**src/rtl/core/slip_mux_receive_deframer_unit_assert.svh**
```systemverilog
// Assertion macros for the SLIP mux deframer.
// The enclosing module supplies clk and arst_n.
`ifndef SLIP_MUX_RECEIVE_DEFRAMER_UNIT_ASSERT_SVH
`define SLIP_MUX_RECEIVE_DEFRAMER_UNIT_ASSERT_SVH
`ifndef SYNTHESIS
`define SMRD_ASSERT(lbl, prop, msg) \
	lbl: assert property (@(posedge clk) disable iff (!arst_n) prop) else $error(msg);
`define SMRD_NEVER(lbl, expr, msg) \
	lbl: assert property (@(posedge clk) disable iff (!arst_n) !(expr)) else $error(msg);
`else
`define SMRD_ASSERT(lbl, prop, msg)
`define SMRD_NEVER(lbl, expr, msg)
`endif
`endif

```
**src/rtl/core/smrd_pkg.sv**
```systemverilog
`default_nettype none
package smrd_pkg;

	localparam logic [7:0] B_END     = 8'hC0;
	localparam logic [7:0] B_ESC     = 8'hDB;
	localparam logic [7:0] B_ESC_END = 8'hDC;
	localparam logic [7:0] B_ESC_ESC = 8'hDD;

	localparam int CFG_IDX_W  = 3;
	localparam int CFG_DATA_W = 8;

	localparam logic [CFG_IDX_W-1:0] CFG_STDIO_EN    = 3'd0;
	localparam logic [CFG_IDX_W-1:0] CFG_COAP_EN     = 3'd1;
	localparam logic [CFG_IDX_W-1:0] CFG_NET_EN      = 3'd2;
	localparam logic [CFG_IDX_W-1:0] CFG_STDIO_START = 3'd3;
	localparam logic [CFG_IDX_W-1:0] CFG_COAP_START  = 3'd4;

	localparam logic [1:0] CH_TEXT = 2'd0;
	localparam logic [1:0] CH_COAP = 2'd1;
	localparam logic [1:0] CH_NET  = 2'd2;

	localparam int FIFO_DEPTH = 2;
	localparam int PTR_W      = (FIFO_DEPTH > 1) ? $clog2(FIFO_DEPTH) : 1;
	localparam int CNT_W      = $clog2(FIFO_DEPTH + 1);

	typedef enum logic [2:0] {
		M_IDLE     = 3'd0,
		M_SKIP     = 3'd1,
		M_TEXT     = 3'd2,
		M_TEXT_ESC = 3'd3,
		M_COAP     = 3'd4,
		M_COAP_ESC = 3'd5,
		M_NET      = 3'd6,
		M_NET_ESC  = 3'd7
	} mode_t;

	typedef struct packed {
		logic       stdio_enable;
		logic       coap_enable;
		logic       net_enable;
		logic [7:0] stdio_start_byte;
		logic [7:0] coap_start_byte;
	} cfg_t;

	// classified word handed from front to back
	typedef struct packed {
		logic [7:0] raw;
		logic [7:0] unesc;
		logic       is_end;
		logic       is_esc;
		logic       is_stdio_start;
		logic       is_coap_start;
		logic       is_net_start;
		logic       coap_can_start;
		logic       coap_can_add;
		logic       net_can_start;
		logic       net_can_add;
	} cls_t;

	typedef struct packed {
		logic       deliver;
		logic [1:0] channel;
		logic [7:0] out_data;
		logic       frame_open;
		logic       frame_commit;
		logic       frame_drop;
	} res_t;

	function automatic logic [7:0] unescape(input logic [7:0] b);
		logic [7:0] r;
		r = b;
		if (b == B_ESC_END) r = B_END;
		else if (b == B_ESC_ESC) r = B_ESC;
		return r;
	endfunction

	// IPv4 0x45..0x4F, IPv6 0x60..0x6F
	function automatic logic net_start(input logic [7:0] b);
		return ((b >= 8'h45) && (b <= 8'h4F)) || ((b >= 8'h60) && (b <= 8'h6F));
	endfunction

endpackage
`default_nettype wire

```
**src/rtl/core/smrd_in_if.sv**
```systemverilog
`default_nettype none
interface smrd_in_if;
	logic       valid;
	logic       ready;
	logic [7:0] rx_byte;
	logic       coap_can_start;
	logic       coap_can_add;
	logic       net_can_start;
	logic       net_can_add;

	modport source(output valid, output rx_byte, output coap_can_start, output coap_can_add,
		output net_can_start, output net_can_add, input ready);
	modport sink(input valid, input rx_byte, input coap_can_start, input coap_can_add,
		input net_can_start, input net_can_add, output ready);
endinterface
`default_nettype wire

```
**src/rtl/core/smrd_out_if.sv**
```systemverilog
`default_nettype none
interface smrd_out_if;
	logic       valid;
	logic       ready;
	logic       deliver;
	logic [1:0] channel;
	logic [7:0] out_data;
	logic       frame_open;
	logic       frame_commit;
	logic       frame_drop;

	modport source(output valid, output deliver, output channel, output out_data,
		output frame_open, output frame_commit, output frame_drop, input ready);
	modport sink(input valid, input deliver, input channel, input out_data,
		input frame_open, input frame_commit, input frame_drop, output ready);
endinterface
`default_nettype wire

```
**src/rtl/core/smrd_front.sv**
```systemverilog
`default_nettype none
module smrd_front (
	smrd_in_if.sink         byte_ch,
	input  smrd_pkg::cfg_t  cfg,
	output logic            push,
	output smrd_pkg::cls_t  push_data,
	input  logic            push_ready
);
	import smrd_pkg::*;

	assign byte_ch.ready = push_ready;
	assign push          = byte_ch.valid && push_ready;

	always_comb begin
		push_data.raw            = byte_ch.rx_byte;
		push_data.unesc          = unescape(byte_ch.rx_byte);
		push_data.is_end         = (byte_ch.rx_byte == B_END);
		push_data.is_esc         = (byte_ch.rx_byte == B_ESC);
		push_data.is_stdio_start = (byte_ch.rx_byte == cfg.stdio_start_byte);
		push_data.is_coap_start  = (byte_ch.rx_byte == cfg.coap_start_byte);
		push_data.is_net_start   = net_start(byte_ch.rx_byte);
		push_data.coap_can_start = byte_ch.coap_can_start;
		push_data.coap_can_add   = byte_ch.coap_can_add;
		push_data.net_can_start  = byte_ch.net_can_start;
		push_data.net_can_add    = byte_ch.net_can_add;
	end
endmodule
`default_nettype wire

```
**src/rtl/core/smrd_fifo.sv**
```systemverilog
`default_nettype none
`include "slip_mux_receive_deframer_unit_assert.svh"
module smrd_fifo (
	input  logic            clk,
	input  logic            arst_n,
	input  logic            push,
	input  smrd_pkg::cls_t  push_data,
	output logic            push_ready,
	output logic            pop_valid,
	output smrd_pkg::cls_t  pop_data,
	input  logic            pop_ready
);
	import smrd_pkg::*;

	cls_t             mem_q [FIFO_DEPTH];
	logic [PTR_W-1:0] wr_ptr_q;
	logic [PTR_W-1:0] rd_ptr_q;
	logic [CNT_W-1:0] cnt_q;
	logic             pop;

	assign push_ready = (cnt_q != CNT_W'(FIFO_DEPTH));
	assign pop_valid  = (cnt_q != '0);
	assign pop_data   = mem_q[rd_ptr_q];
	assign pop        = pop_valid && pop_ready;

	always_ff @(posedge clk) begin
		if (push) begin
			mem_q[wr_ptr_q] <= push_data;
		end
	end

	always_ff @(posedge clk or negedge arst_n) begin
		if (!arst_n) begin
			wr_ptr_q <= '0;
			rd_ptr_q <= '0;
			cnt_q    <= '0;
		end else begin
			if (push) begin
				wr_ptr_q <= (wr_ptr_q == PTR_W'(FIFO_DEPTH - 1)) ? '0 : wr_ptr_q + PTR_W'(1);
			end
			if (pop) begin
				rd_ptr_q <= (rd_ptr_q == PTR_W'(FIFO_DEPTH - 1)) ? '0 : rd_ptr_q + PTR_W'(1);
			end
			if (push && !pop) cnt_q <= cnt_q + CNT_W'(1);
			else if (pop && !push) cnt_q <= cnt_q - CNT_W'(1);
		end
	end

	`SMRD_ASSERT(a_fifo_fill, (push && !pop) |=> (cnt_q == $past(cnt_q) + CNT_W'(1)), "fifo count did not grow on push")
	`SMRD_ASSERT(a_fifo_drain, (pop && !push) |=> (cnt_q == $past(cnt_q) - CNT_W'(1)), "fifo count did not shrink on pop")
	`SMRD_NEVER(a_fifo_ptrs, (cnt_q == '0) && (wr_ptr_q != rd_ptr_q), "empty fifo with unequal pointers")
endmodule
`default_nettype wire

```
**src/rtl/core/smrd_back.sv**
```systemverilog
`default_nettype none
`include "slip_mux_receive_deframer_unit_assert.svh"
module smrd_back (
	input  logic            clk,
	input  logic            arst_n,
	input  smrd_pkg::cfg_t  cfg,
	input  logic            pop_valid,
	input  smrd_pkg::cls_t  pop_data,
	output logic            pop_ready,
	output logic            res_valid,
	output smrd_pkg::res_t  res,
	input  logic            res_ready
);
	import smrd_pkg::*;

	mode_t mode_q;
	mode_t mode_d;
	res_t  res_d;
	res_t  res_q;
	logic  res_valid_q;
	logic  step;

	logic       in_frame;
	logic       plain;
	logic       en;
	logic       room;
	logic [1:0] fch;
	mode_t      back_mode;
	mode_t      esc_mode;

	assign pop_ready = !res_valid_q || res_ready;
	assign step      = pop_valid && pop_ready;
	assign res_valid = res_valid_q;
	assign res       = res_q;

	// CoAP and network frame context
	always_comb begin
		in_frame  = (mode_q == M_COAP) || (mode_q == M_COAP_ESC) ||
		            (mode_q == M_NET) || (mode_q == M_NET_ESC);
		plain     = (mode_q == M_COAP) || (mode_q == M_NET);
		if ((mode_q == M_COAP) || (mode_q == M_COAP_ESC)) begin
			en        = cfg.coap_enable;
			room      = pop_data.coap_can_add;
			fch       = CH_COAP;
			back_mode = M_COAP;
			esc_mode  = M_COAP_ESC;
		end else begin
			en        = cfg.net_enable;
			room      = pop_data.net_can_add;
			fch       = CH_NET;
			back_mode = M_NET;
			esc_mode  = M_NET_ESC;
		end
	end

	always_comb begin
		mode_d = mode_q;
		case (mode_q)
			M_IDLE: begin
				if (pop_data.is_stdio_start) begin
					mode_d = M_TEXT;
				end else if (pop_data.is_coap_start) begin
					if (cfg.coap_enable && !pop_data.coap_can_start)
						mode_d = M_SKIP;
					else
						mode_d = M_COAP;
				end else if (pop_data.is_net_start) begin
					if (cfg.net_enable && (!pop_data.net_can_start || !pop_data.net_can_add))
						mode_d = M_SKIP;
					else
						mode_d = M_NET;
				end else if (!pop_data.is_end) begin
					mode_d = M_SKIP;
				end
			end
			M_SKIP: begin
				if (pop_data.is_end) mode_d = M_IDLE;
			end
			M_TEXT: begin
				if (pop_data.is_esc) mode_d = M_TEXT_ESC;
				else if (pop_data.is_end) mode_d = M_IDLE;
			end
			M_TEXT_ESC: begin
				mode_d = M_TEXT;
			end
			default: begin
				if (plain && pop_data.is_esc) mode_d = esc_mode;
				else if (plain && pop_data.is_end) mode_d = M_IDLE;
				else if (en && !room) mode_d = M_SKIP;
				else mode_d = back_mode;
			end
		endcase
	end

	always_comb begin
		res_d = '0;
		case (mode_q)
			M_IDLE: begin
				if (pop_data.is_stdio_start) begin
					res_d = '0;
				end else if (pop_data.is_coap_start) begin
					if (cfg.coap_enable && pop_data.coap_can_start) begin
						res_d.frame_open = 1'b1;
						res_d.channel    = CH_COAP;
					end
				end else if (pop_data.is_net_start) begin
					if (cfg.net_enable && pop_data.net_can_start) begin
						res_d.frame_open = 1'b1;
						res_d.channel    = CH_NET;
						// first IP byte is payload
						if (pop_data.net_can_add) begin
							res_d.deliver  = 1'b1;
							res_d.out_data = pop_data.raw;
						end else begin
							res_d.frame_drop = 1'b1;
						end
					end
				end
			end
			M_SKIP: begin
				res_d = '0;
			end
			M_TEXT: begin
				if (!pop_data.is_esc && !pop_data.is_end && cfg.stdio_enable) begin
					res_d.deliver  = 1'b1;
					res_d.channel  = CH_TEXT;
					res_d.out_data = pop_data.raw;
				end
			end
			M_TEXT_ESC: begin
				if (cfg.stdio_enable) begin
					res_d.deliver  = 1'b1;
					res_d.channel  = CH_TEXT;
					res_d.out_data = pop_data.unesc;
				end
			end
			default: begin
				if (in_frame && en && !(plain && pop_data.is_esc)) begin
					res_d.channel = fch;
					if (plain && pop_data.is_end) begin
						res_d.frame_commit = 1'b1;
					end else if (room) begin
						res_d.deliver  = 1'b1;
						res_d.out_data = plain ? pop_data.raw : pop_data.unesc;
					end else begin
						res_d.frame_drop = 1'b1;
					end
				end
			end
		endcase
	end

	always_ff @(posedge clk) begin
		if (step) begin
			res_q <= res_d;
		end
	end

	always_ff @(posedge clk or negedge arst_n) begin
		if (!arst_n) begin
			mode_q      <= M_IDLE;
			res_valid_q <= 1'b0;
		end else begin
			if (step) begin
				mode_q <= mode_d;
			end
			if (pop_ready) begin
				res_valid_q <= pop_valid;
			end
		end
	end

	`SMRD_NEVER(a_deliver_drop, res_valid_q && res_q.deliver && res_q.frame_drop, "deliver and drop in one word")
	`SMRD_NEVER(a_commit_text, res_valid_q && res_q.frame_commit && (res_q.channel == CH_TEXT), "commit on diagnostic channel")
	`SMRD_ASSERT(a_commit_idle, (step && res_d.frame_commit) |=> (mode_q == M_IDLE), "frame not closed after commit")
	`SMRD_ASSERT(a_drop_skip, (step && res_d.frame_drop) |=> (mode_q == M_SKIP), "no skip after drop")
endmodule
`default_nettype wire

```
**src/rtl/core/slip_mux_receive_deframer_unit.sv**
```systemverilog
`default_nettype none
// channel     dir  words
// byte_ch     in   rx_byte plus CoAP/network room flags, valid/ready
// result_ch   out  deliver, channel, out_data, frame_open/commit/drop, valid/ready
// cfg_*       in   register writes, no handshake
//
// One byte per cycle sustained without stalls; the frame mode state machine updates
// once per byte. Bytes are classified into a two-word queue, then the state machine
// fills the output register. No clearing pass after reset; the block starts in idle.
// Either side may stall; the queue and the output register keep the other moving.
module slip_mux_receive_deframer_unit (
	input  logic                                  clk,
	input  logic                                  arst_n,
	smrd_in_if.sink                               byte_ch,
	smrd_out_if.source                            result_ch,
	input  logic                                  cfg_we,
	input  logic [smrd_pkg::CFG_IDX_W-1:0]        cfg_idx,
	input  logic [smrd_pkg::CFG_DATA_W-1:0]       cfg_wdata
);
	import smrd_pkg::*;

	cfg_t cfg_q;
	logic push;
	logic push_ready;
	cls_t push_data;
	logic pop_valid;
	logic pop_ready;
	cls_t pop_data;
	logic res_valid;
	res_t res;

	always_ff @(posedge clk or negedge arst_n) begin
		if (!arst_n) begin
			cfg_q.stdio_enable     <= 1'b1;
			cfg_q.coap_enable      <= 1'b1;
			cfg_q.net_enable       <= 1'b1;
			cfg_q.stdio_start_byte <= 8'd10;
			cfg_q.coap_start_byte  <= 8'd169;
		end else if (cfg_we) begin
			case (cfg_idx)
				CFG_STDIO_EN:    cfg_q.stdio_enable     <= cfg_wdata[0];
				CFG_COAP_EN:     cfg_q.coap_enable      <= cfg_wdata[0];
				CFG_NET_EN:      cfg_q.net_enable       <= cfg_wdata[0];
				CFG_STDIO_START: cfg_q.stdio_start_byte <= cfg_wdata;
				CFG_COAP_START:  cfg_q.coap_start_byte  <= cfg_wdata;
				default: ;
			endcase
		end
	end

	smrd_front u_front (
		.byte_ch    (byte_ch),
		.cfg        (cfg_q),
		.push       (push),
		.push_data  (push_data),
		.push_ready (push_ready)
	);

	smrd_fifo u_fifo (
		.clk        (clk),
		.arst_n     (arst_n),
		.push       (push),
		.push_data  (push_data),
		.push_ready (push_ready),
		.pop_valid  (pop_valid),
		.pop_data   (pop_data),
		.pop_ready  (pop_ready)
	);

	smrd_back u_back (
		.clk        (clk),
		.arst_n     (arst_n),
		.cfg        (cfg_q),
		.pop_valid  (pop_valid),
		.pop_data   (pop_data),
		.pop_ready  (pop_ready),
		.res_valid  (res_valid),
		.res        (res),
		.res_ready  (result_ch.ready)
	);

	assign result_ch.valid        = res_valid;
	assign result_ch.deliver      = res.deliver;
	assign result_ch.channel      = res.channel;
	assign result_ch.out_data     = res.out_data;
	assign result_ch.frame_open   = res.frame_open;
	assign result_ch.frame_commit = res.frame_commit;
	assign result_ch.frame_drop   = res.frame_drop;
endmodule
`default_nettype wire
```
**src/flat_wrapper.sv**
```systemverilog
// flat-port wrapper written by rule: the top's interface ports become plain ports
module slip_mux_receive_deframer_unit_flat import smrd_pkg::*;
  (clk, arst_n, cfg_we, cfg_idx, cfg_wdata, byte_ch_valid, byte_ch_rx_byte, byte_ch_coap_can_start, byte_ch_coap_can_add, byte_ch_net_can_start, byte_ch_net_can_add, byte_ch_ready, result_ch_valid, result_ch_deliver, result_ch_channel, result_ch_out_data, result_ch_frame_open, result_ch_frame_commit, result_ch_frame_drop, result_ch_ready);
  smrd_in_if byte_ch_i ();
  smrd_out_if result_ch_i ();
  input  logic clk;
  input  logic arst_n;
  input  logic cfg_we;
  input  logic [smrd_pkg::CFG_IDX_W-1:0] cfg_idx;
  input  logic [smrd_pkg::CFG_DATA_W-1:0] cfg_wdata;
  input wire logic [$bits(byte_ch_i.valid)-1:0] byte_ch_valid;
  input wire logic [$bits(byte_ch_i.rx_byte)-1:0] byte_ch_rx_byte;
  input wire logic [$bits(byte_ch_i.coap_can_start)-1:0] byte_ch_coap_can_start;
  input wire logic [$bits(byte_ch_i.coap_can_add)-1:0] byte_ch_coap_can_add;
  input wire logic [$bits(byte_ch_i.net_can_start)-1:0] byte_ch_net_can_start;
  input wire logic [$bits(byte_ch_i.net_can_add)-1:0] byte_ch_net_can_add;
  output wire logic [$bits(byte_ch_i.ready)-1:0] byte_ch_ready;
  output wire logic [$bits(result_ch_i.valid)-1:0] result_ch_valid;
  output wire logic [$bits(result_ch_i.deliver)-1:0] result_ch_deliver;
  output wire logic [$bits(result_ch_i.channel)-1:0] result_ch_channel;
  output wire logic [$bits(result_ch_i.out_data)-1:0] result_ch_out_data;
  output wire logic [$bits(result_ch_i.frame_open)-1:0] result_ch_frame_open;
  output wire logic [$bits(result_ch_i.frame_commit)-1:0] result_ch_frame_commit;
  output wire logic [$bits(result_ch_i.frame_drop)-1:0] result_ch_frame_drop;
  input wire logic [$bits(result_ch_i.ready)-1:0] result_ch_ready;
  assign byte_ch_i.valid = byte_ch_valid;
  assign byte_ch_i.rx_byte = byte_ch_rx_byte;
  assign byte_ch_i.coap_can_start = byte_ch_coap_can_start;
  assign byte_ch_i.coap_can_add = byte_ch_coap_can_add;
  assign byte_ch_i.net_can_start = byte_ch_net_can_start;
  assign byte_ch_i.net_can_add = byte_ch_net_can_add;
  assign byte_ch_ready = byte_ch_i.ready;
  assign result_ch_valid = result_ch_i.valid;
  assign result_ch_deliver = result_ch_i.deliver;
  assign result_ch_channel = result_ch_i.channel;
  assign result_ch_out_data = result_ch_i.out_data;
  assign result_ch_frame_open = result_ch_i.frame_open;
  assign result_ch_frame_commit = result_ch_i.frame_commit;
  assign result_ch_frame_drop = result_ch_i.frame_drop;
  assign result_ch_i.ready = result_ch_ready;
  slip_mux_receive_deframer_unit u_core (.clk(clk), .arst_n(arst_n), .byte_ch(byte_ch_i), .result_ch(result_ch_i), .cfg_we(cfg_we), .cfg_idx(cfg_idx), .cfg_wdata(cfg_wdata));
endmodule
```
**config.mk**
```make
export PLATFORM = sky130hd
export DESIGN_NAME = slip_mux_receive_deframer_unit_flat
export DESIGN_NICKNAME = d
export VERILOG_FILES = /design/src/rtl/core/smrd_pkg.sv /design/src/rtl/core/smrd_in_if.sv /design/src/rtl/core/smrd_out_if.sv /design/src/rtl/core/smrd_front.sv /design/src/rtl/core/smrd_fifo.sv /design/src/rtl/core/smrd_back.sv /design/src/rtl/core/slip_mux_receive_deframer_unit.sv /design/src/flat_wrapper.sv
export VERILOG_INCLUDE_DIRS = /design/src /design/src/rtl/core
export SDC_FILE = /design/constraint.sdc
export NUM_CORES = 1
export LEC_CHECK = 0
export ABC_CLOCK_PERIOD_IN_PS = 2900
export BUFFER_PORTS_ARGS = -buffer_cell sky130_fd_sc_hd__buf_2
export CORE_MARGIN = 2
export CORE_UTILIZATION = 55
export DETAILED_ROUTE_END_ITERATION = 8
export GPL_TIMING_DRIVEN = 0
export PLACE_DENSITY = 0.75
export SLEW_MARGIN = 30
export SYNTH_ARGS = -nofsm -noshare
export SYNTH_HDL_FRONTEND = slang
export SYNTH_SLANG_ARGS = --single-unit
```
**constraint.sdc**
```tcl
create_clock -name clk -period 2.9 [get_ports clk]
set_clock_uncertainty 0.2 [all_clocks]
set_input_delay 0.29 -clock clk [delete_from_list [all_inputs] [get_ports clk]]
set_output_delay 0.29 -clock clk [all_outputs]
set_load 0.03 [all_outputs]
```
==> results of run 1 <==
==> layout make-up <==
| type | count | area (um2) | share of cell area [%] |
|---|---|---|---|
| multi-input combinational | 205 | 1500 | 30.3 |
| clock buffer | 10 | 128 | 2.58 |
| sequential | 91 | 2610 | 52.8 |
| tap | 99 | 124 | 2.51 |
| inverter | 9 | 33.8 | 0.684 |
| clock inverter | 6 | 71.3 | 1.44 |
| buffer | 14 | 73.8 | 1.49 |
| timing repair buffer | 60 | 403 | 8.16 |
==> flip-flops by register name, summed over array words and instances (netlist names) <==
name	flops
u_core.u_fifo.cnt_q	2
u_core.cfg_q	19
u_core.u_back.res	14
u_core.u_back.res_valid	1
u_core.u_fifo.mem_q	50
u_core.u_fifo.rd_ptr_q	1
u_core.u_back.mode_q	3
u_core.u_fifo.wr_ptr_q	1
==> per-layer routing <==
layer / vias to the layer above / track usage [%] / wire length (um)
met5: - / 0 / 0
met4: 0 / 9.72 / 152
met3: 14 / 3.07 / 402
met2: 93 / 34.0 / 4030
met1: 1378 / 29.1 / 3630
li1: 1325 / - / -
==> cell usage in the layout, fill, tap and decap left out, types with 3 or more instances in the layout <==
cell type,instances
mux2_2,21
nand4_1,5
nor2_1,18
clkbuf_8,9
inv_1,9
o21ai_0,13
o221ai_1,3
nor3b_1,3
nand2_1,24
dfrtp_1,18
nand3_1,10
buf_2,45
nand3b_1,3
a21oi_1,4
o31ai_1,3
xnor2_1,18
xor2_1,3
dfstp_2,9
a31oi_1,4
clkbuf_1,10
nor3_1,6
mux2_4,3
mux2i_1,17
dlygate4sd3_1,16
or3_1,4
edfxtp_1,64
nand2b_1,10
==> kinds of logic after synthesis <==
family / share of synthesized area (%)
buf+inv: 2.57
flops: 62.2
compound gates: 7.22
simple gates: 11.9
fa+ha+maj: 0.298
mux: 11.4
xor+xnor: 4.39
==> Yosys cell counts, types with 3 or more instances <==
cell type  instances  area, um2
o221ai_1           3       26.3
o31ai_1            3       22.5
mux2_4             3       45.0
nand2_1           24       90.1
o21ai_0           13       65.1
edfxtp_1          64       1920
nand4_1            5       31.3
a21oi_1            5       25.0
or3_1              4       25.0
a31oi_1            4       25.0
nor3_1             6       30.0
nor2_1            19       71.3
mux2_2            21        236
dfrtp_1           18        450
nand3_1           10       50.1
xor2_1             3       26.3
inv_1              9       33.8
dfstp_2            9        236
mux2i_1           17        170
xnor2_1           18        158
nand3b_1           3       22.5
clkbuf_1           9       33.8
nor3b_1            3       22.5
nand2b_1          10       62.6
==> worst max path at each step <==
stage	endpoint	slack (ps)	cells past startpoint
CTS	u_core.u_back.res[7]$_DFFE_PP_	510	5
global placement	u_core.u_back.mode_q[1]$_DFFE_PN0P_	-2	5
global route	u_core.u_back.res[7]$_DFFE_PP_	250	5
detailed placement	u_core.u_back.res[7]$_DFFE_PP_	530	8
floorplan	u_core.u_fifo.mem_q[0][0]$_DFFE_PP_	330	3
finish	u_core.u_back.res[7]$_DFFE_PP_	470	5
==> through the flow <==
| step | instance area [um2] | setup TNS [ps] |
|---|---|---|
| after floorplan | 4190 | 0 |
| after global placement | 4530 | -1.92 |
| after detailed placement | 4580 | 0 |
| after CTS | 4940 | 0 |
| after global routing | 4940 | 0 |
| final | 4940 | 0 |
==> worst max-delay path, cell delays in order, from the launching register on <==
cell      delay [ps]
dfrtp_1          400
clkbuf_1         360
nor2_1           120
o2111a_1         170
a41oi_1          610
o221ai_1         270
==> power by group through the flow <==
stage	sequential, mW	combinational (mW)	clock (mW)
2_1_floorplan	2.15	1.01	0
3_3_place_gp	2.00	1.53	0
3_5_place_dp	2.02	1.60	0
4_1_cts	1.99	1.62	0.872
5_1_grt	2.02	1.78	0.932
6_report	1.99	1.62	0.859
==> impl_metrics.json, run 1 <==
{
  "status": "complete, no violations",
  "htreeDepth": 3,
  "synth_edf_count": 64,
  "ir_drop_v": 0.000521,
  "crit_required_ps": 2750,
  "ys_seq_area_share_pct": 62.2,
  "path_clk_slew_ps": 90,
  "grtUsageTotal_pct": 21.3,
  "tritoncts": "done",
  "grt-ovfl-total": 0,
  "min_to": "u_core.u_fifo.mem_q[1][21]$_DFFE_PP_",
  "placedCellCount": 462,
  "ys_types": 52,
  "crit_path_start_kind": "register",
  "syn-instance-count": 319,
  "die_area_um2": 8340,
  "instances_no_fill": 494,
  "root_buffer": "clkbuf_8",
  "finalMaxSlewViolations": 0,
  "rrSetupSlack_ps": 470,
  "post-route-drc-count": 0,
  "start_util_pct": 57.2,
  "maxSlewHeadroom_pct": 47.5,
  "drive_gt1_share_pct": 26.8,
  "period_share_pct": 83.6,
  "worst_slew_pin_slew_ps": 778,
  "holdBufCountCts": 16,
  "cts_made_buffers": 9,
  "power.total_mw": 4.47,
  "finalSetupViolations": 0,
  "r2r_start": "u_core.u_back.mode_q[2]$_DFFE_PN0P_",
  "ctsLongestPathBuffers": 2,
  "die_h_um": 91.3,
  "avgSynthCellArea_um2": 13.1,
  "routed_via_density": 5.69,
  "grt_max_degree": 28,
  "fin_crit_ps": 2430,
  "cp.arrival_ps": 2280,
  "power_switching_mw": 1.60,
  "place_ws_ps": 534,
  "clock-sinks": 91,
  "rsz0062_at_grt": "no",
  "power.density_nw_per_um2": 905,
  "vias": 2810,
  "pin_count": 44,
  "end_kind": "register",
  "cts_setup_buffers": 0,
  "gp_congestion": 0.892,
  "hold_violations": 0,
  "portBuffers": 43,
  "worst-path-max-fanout": 10,
  "synth_ff_type": "edfxtp_1",
  "dpl.hpwl_mm": 5.78,
  "grt_pass1_vias": 2795,
  "grt_pass1_wl_mm": 13.7,
  "startpoint": "u_core.u_back.mode_q[2]$_DFFE_PN0P_",
  "p_comb_share_pct": 36.3,
  "dr.pass1.iters": 4,
  "async_reset_ff_share_pct": 29.7,
  "core_um2": 7330,
  "p_clk_share_pct": 19.2,
  "hold_path_class": "input pin to register",
  "p_int_mw": 2.86,
  "ctsResizeCount": 0,
  "syn2layout_area_growth_pct": 17.8,
  "drv_cap": 0,
  "ys_warn_count": 0,
  "ant_nets": 0,
  "min-delay-start": "byte_ch_rx_byte[4]",
  "final_core_util_pct": 67.4,
  "nets": 419,
  "regToRegEndpoint": "u_core.u_back.res[7]$_DFFE_PP_",
  "n_antenna_cell": 0,
  "finalWorstSetupSlack_ps": 475,
  "ys_seq_elements": 91,
  "rows": 31,
  "seqPwrFrac_pct": 44.5,
  "wire_per_inst_um": 16.6,
  "p_leak_nw": 1.89,
  "fillerInstances": 544,
  "max_freq_mhz": 412,
  "path_class": "register to register",
  "antenna_found_initial": 0,
  "drt_iter0_drc": 156,
  "switching_share_pct": 35.9,
  "syn_area_um2": 4190,
  "hold_depth": 1,
  "clk_latency_ps": 350,
  "synthesis.nets": 348,
  "ff2ff_path_depth": 5,
  "routed_wirelength_mm": 8.21,
  "hold_ws_ps": 44.1,
  "die_w_um": 91.3
}
No activity file was read; power rests on OpenSTA's default activity.
==> run 2: changes to the inputs <==
- ABC_CLOCK_PERIOD_IN_PS: 2900 -> 1940
- CORE_UTILIZATION: 55 -> 53
- PLACE_DENSITY: 0.75 -> 0.76
- clock period: 2.9 -> 1.94 ns (I/O delays scaled with it)
==> impl_metrics.json, run 2 (synthesis results as in run 1) <==
{
  "multiInputGateArea_um2": 1700,
  "grt_max_degree": 28,
  "dpl.hpwl_mm": 5.56,
  "layout_commonest_cell": "edfxtp_1",
  "cts_made_buffers": 9,
  "grt-ovfl-total": 0,
  "grtUsageTotal_pct": 22.0,
  "rows": 32,
  "antenna_found_initial": 0,
  "vias": 2836,
  "largest-register": "u_core.u_fifo.mem_q",
  "gp_congestion": 0.874,
  "ff2ff_path_depth": 5,
  "ant_nets": 0,
  "max_freq_mhz": 478,
  "period_share_pct": 108,
  "hold_path_class": "input pin to register",
  "hold_violations": 0,
  "wire_per_inst_um": 17.1,
  "top_layer": "met4",
  "routed_wirelength_mm": 8.78,
  "start_util_pct": 54.5,
  "fillerInstances": 552,
  "cp.arrival_ps": 1990,
  "violations": "setup timing",
  "routed_via_density": 5.52,
  "drv_cap": 0,
  "min_to": "u_core.cfg_q[16]$_DFFE_PN1P_",
  "tritoncts": "done",
  "r2r_start": "u_core.u_fifo.rd_ptr_q$_DFFE_PN0P_",
  "routed-wl-met2_mm": 4.47,
  "ir_drop_v": 0.000609,
  "die_h_um": 92.9,
  "wl_met3_um": 379,
  "finalMaxSlewViolations": 0,
  "rrSetupSlack_ps": -150,
  "place_ws_ps": -342,
  "maxSlewHeadroom_pct": 55.6,
  "worst_slew_pin_slew_ps": 665,
  "finalWorstSetupSlack_ps": -151,
  "layout_common_cells": "edfxtp_1, buf_2, dlygate4sd3_1",
  "die_area_um2": 8640,
  "crit_required_ps": 1840,
  "layout.area.seq_um2": 2610,
  "nets": 436,
  "htreeDepth": 3,
  "fin_crit_ps": 2090,
  "core_um2": 7690,
  "status": "finished with violations",
  "rsz0062_at_grt": "yes",
  "portBuffers": 43,
  "pin_count": 44,
  "crit_path_start_kind": "register",
  "n_antenna_cell": 0,
  "hold_ws_ps": 13.7,
  "hold_depth": 6,
  "path_clk_slew_ps": 90,
  "worst-path-max-fanout": 8,
  "clk_latency_ps": 360,
  "min-delay-start": "cfg_idx[2]",
  "post-route-drc-count": 0,
  "ctsLongestPathBuffers": 2,
  "grt_pass1_wl_mm": 14.1,
  "clock-sinks": 91,
  "root_buffer": "clkbuf_8",
  "finalSetupViolations": 10,
  "regToRegEndpoint": "u_core.u_back.res[13]$_DFFE_PP_",
  "dr.pass1.iters": 4,
  "wl_met1_mm": 3.72,
  "power.total_mw": 7.38,
  "path_class": "register to register",
  "largest_reg_flops": 50,
  "die_w_um": 92.9,
  "syn2layout_area_growth_pct": 27.3,
  "power.density_nw_per_um2": 1380,
  "end_kind": "register",
  "p_leak_nw": 2.00,
  "drt_iter0_drc": 119,
  "drive_gt1_share_pct": 33.0,
  "grt_pass1_vias": 2880
}
## run 2: cell types whose count changed in the layout (fill, tap and decap cells not counted), sizes merged, moves of 2 or more
| cell | before | now |
|---|---|---|
| clkinv | 2 | 0 |
| clkbuf | 19 | 22 |
| buf | 49 | 54 |
| inv | 11 | 9 |
| dlygate4sd3 | 16 | 25 |
## run 2: power by group
part,switching [mW],leakage (nW),internal [mW]
Combinational,1.68,0.978,1.28
Sequential,0.285,0.916,2.74
Clock,0.642,0.103,0.762
## run 2: worst max-delay path, cell delays in order, from the launching register on
cell     delay (ps)
dfrtp_1         380
buf_6           150
mux2_4          320
buf_4           150
a41o_1          270
or3_1           370
## run 2: through the flow
step | utilization [%] | instances | cell area, um2 | TNS (ps)
after global routing | 69.4 | 514 | 5340 | -1840
after floorplan | - | 319 | 4220 | -63.4
after CTS | 67.8 | 511 | 5210 | -747
after global placement | 59.3 | 464 | 4560 | -2850
after detailed placement | 59.3 | 464 | 4560 | -2900
final | 69.4 | 514 | 5340 | -772
## run 2: worst max path at each step
stage	start	end	slack (ps)	depth (start not counted)
2_1_floorplan	u_core.u_fifo.rd_ptr_q$_DFFE_PN0P_	u_core.u_back.res[13]$_DFFE_PP_	-60	5
3_3_place_gp	u_core.u_back.mode_q[2]$_DFFE_PN0P_	u_core.u_back.res[5]$_DFFE_PP_	-360	5
3_5_place_dp	u_core.u_back.mode_q[2]$_DFFE_PN0P_	u_core.u_back.res[5]$_DFFE_PP_	-340	5
4_1_cts	u_core.u_fifo.rd_ptr_q$_DFFE_PN0P_	u_core.u_back.res[13]$_DFFE_PP_	-140	6
5_1_grt	u_core.u_fifo.rd_ptr_q$_DFFE_PN0P_	u_core.u_back.res[13]$_DFFE_PP_	-240	6
6_report	u_core.u_fifo.rd_ptr_q$_DFFE_PN0P_	u_core.u_back.res[13]$_DFFE_PP_	-150	5
## run 2: cell type report
type                            count  share of cell area (%)
Buffer                             13                    1.92
Clock buffer                       12                    2.72
Clock inverter                      4                    1.41
Inverter                            9                   0.633
Multi-Input combinational cell    207                    31.8
Sequential cell                    91                    48.9
Tap cell                          102                    2.39
Timing Repair Buffer               76                    10.2
## run 2: metal layers
metal  GRT usage (%)  up-vias
met5               0        -
li1                -     1366
met3            3.50       16
met4            9.44        0
met1            27.7     1379
met2            37.6       75
## run 2: repair_timing
| action | in CTS | in global routing |
|---|---|---|
| resized for setup | 29 | 20 |
| gates cloned | 2 | 1 |
| setup endpoints to repair | 20 | 31 |
| hold endpoints to repair | 62 | 1 |
| hold buffers | 24 | 1 |
| setup buffers | 6 | 1 |
| pin swaps | 7 | 9 |
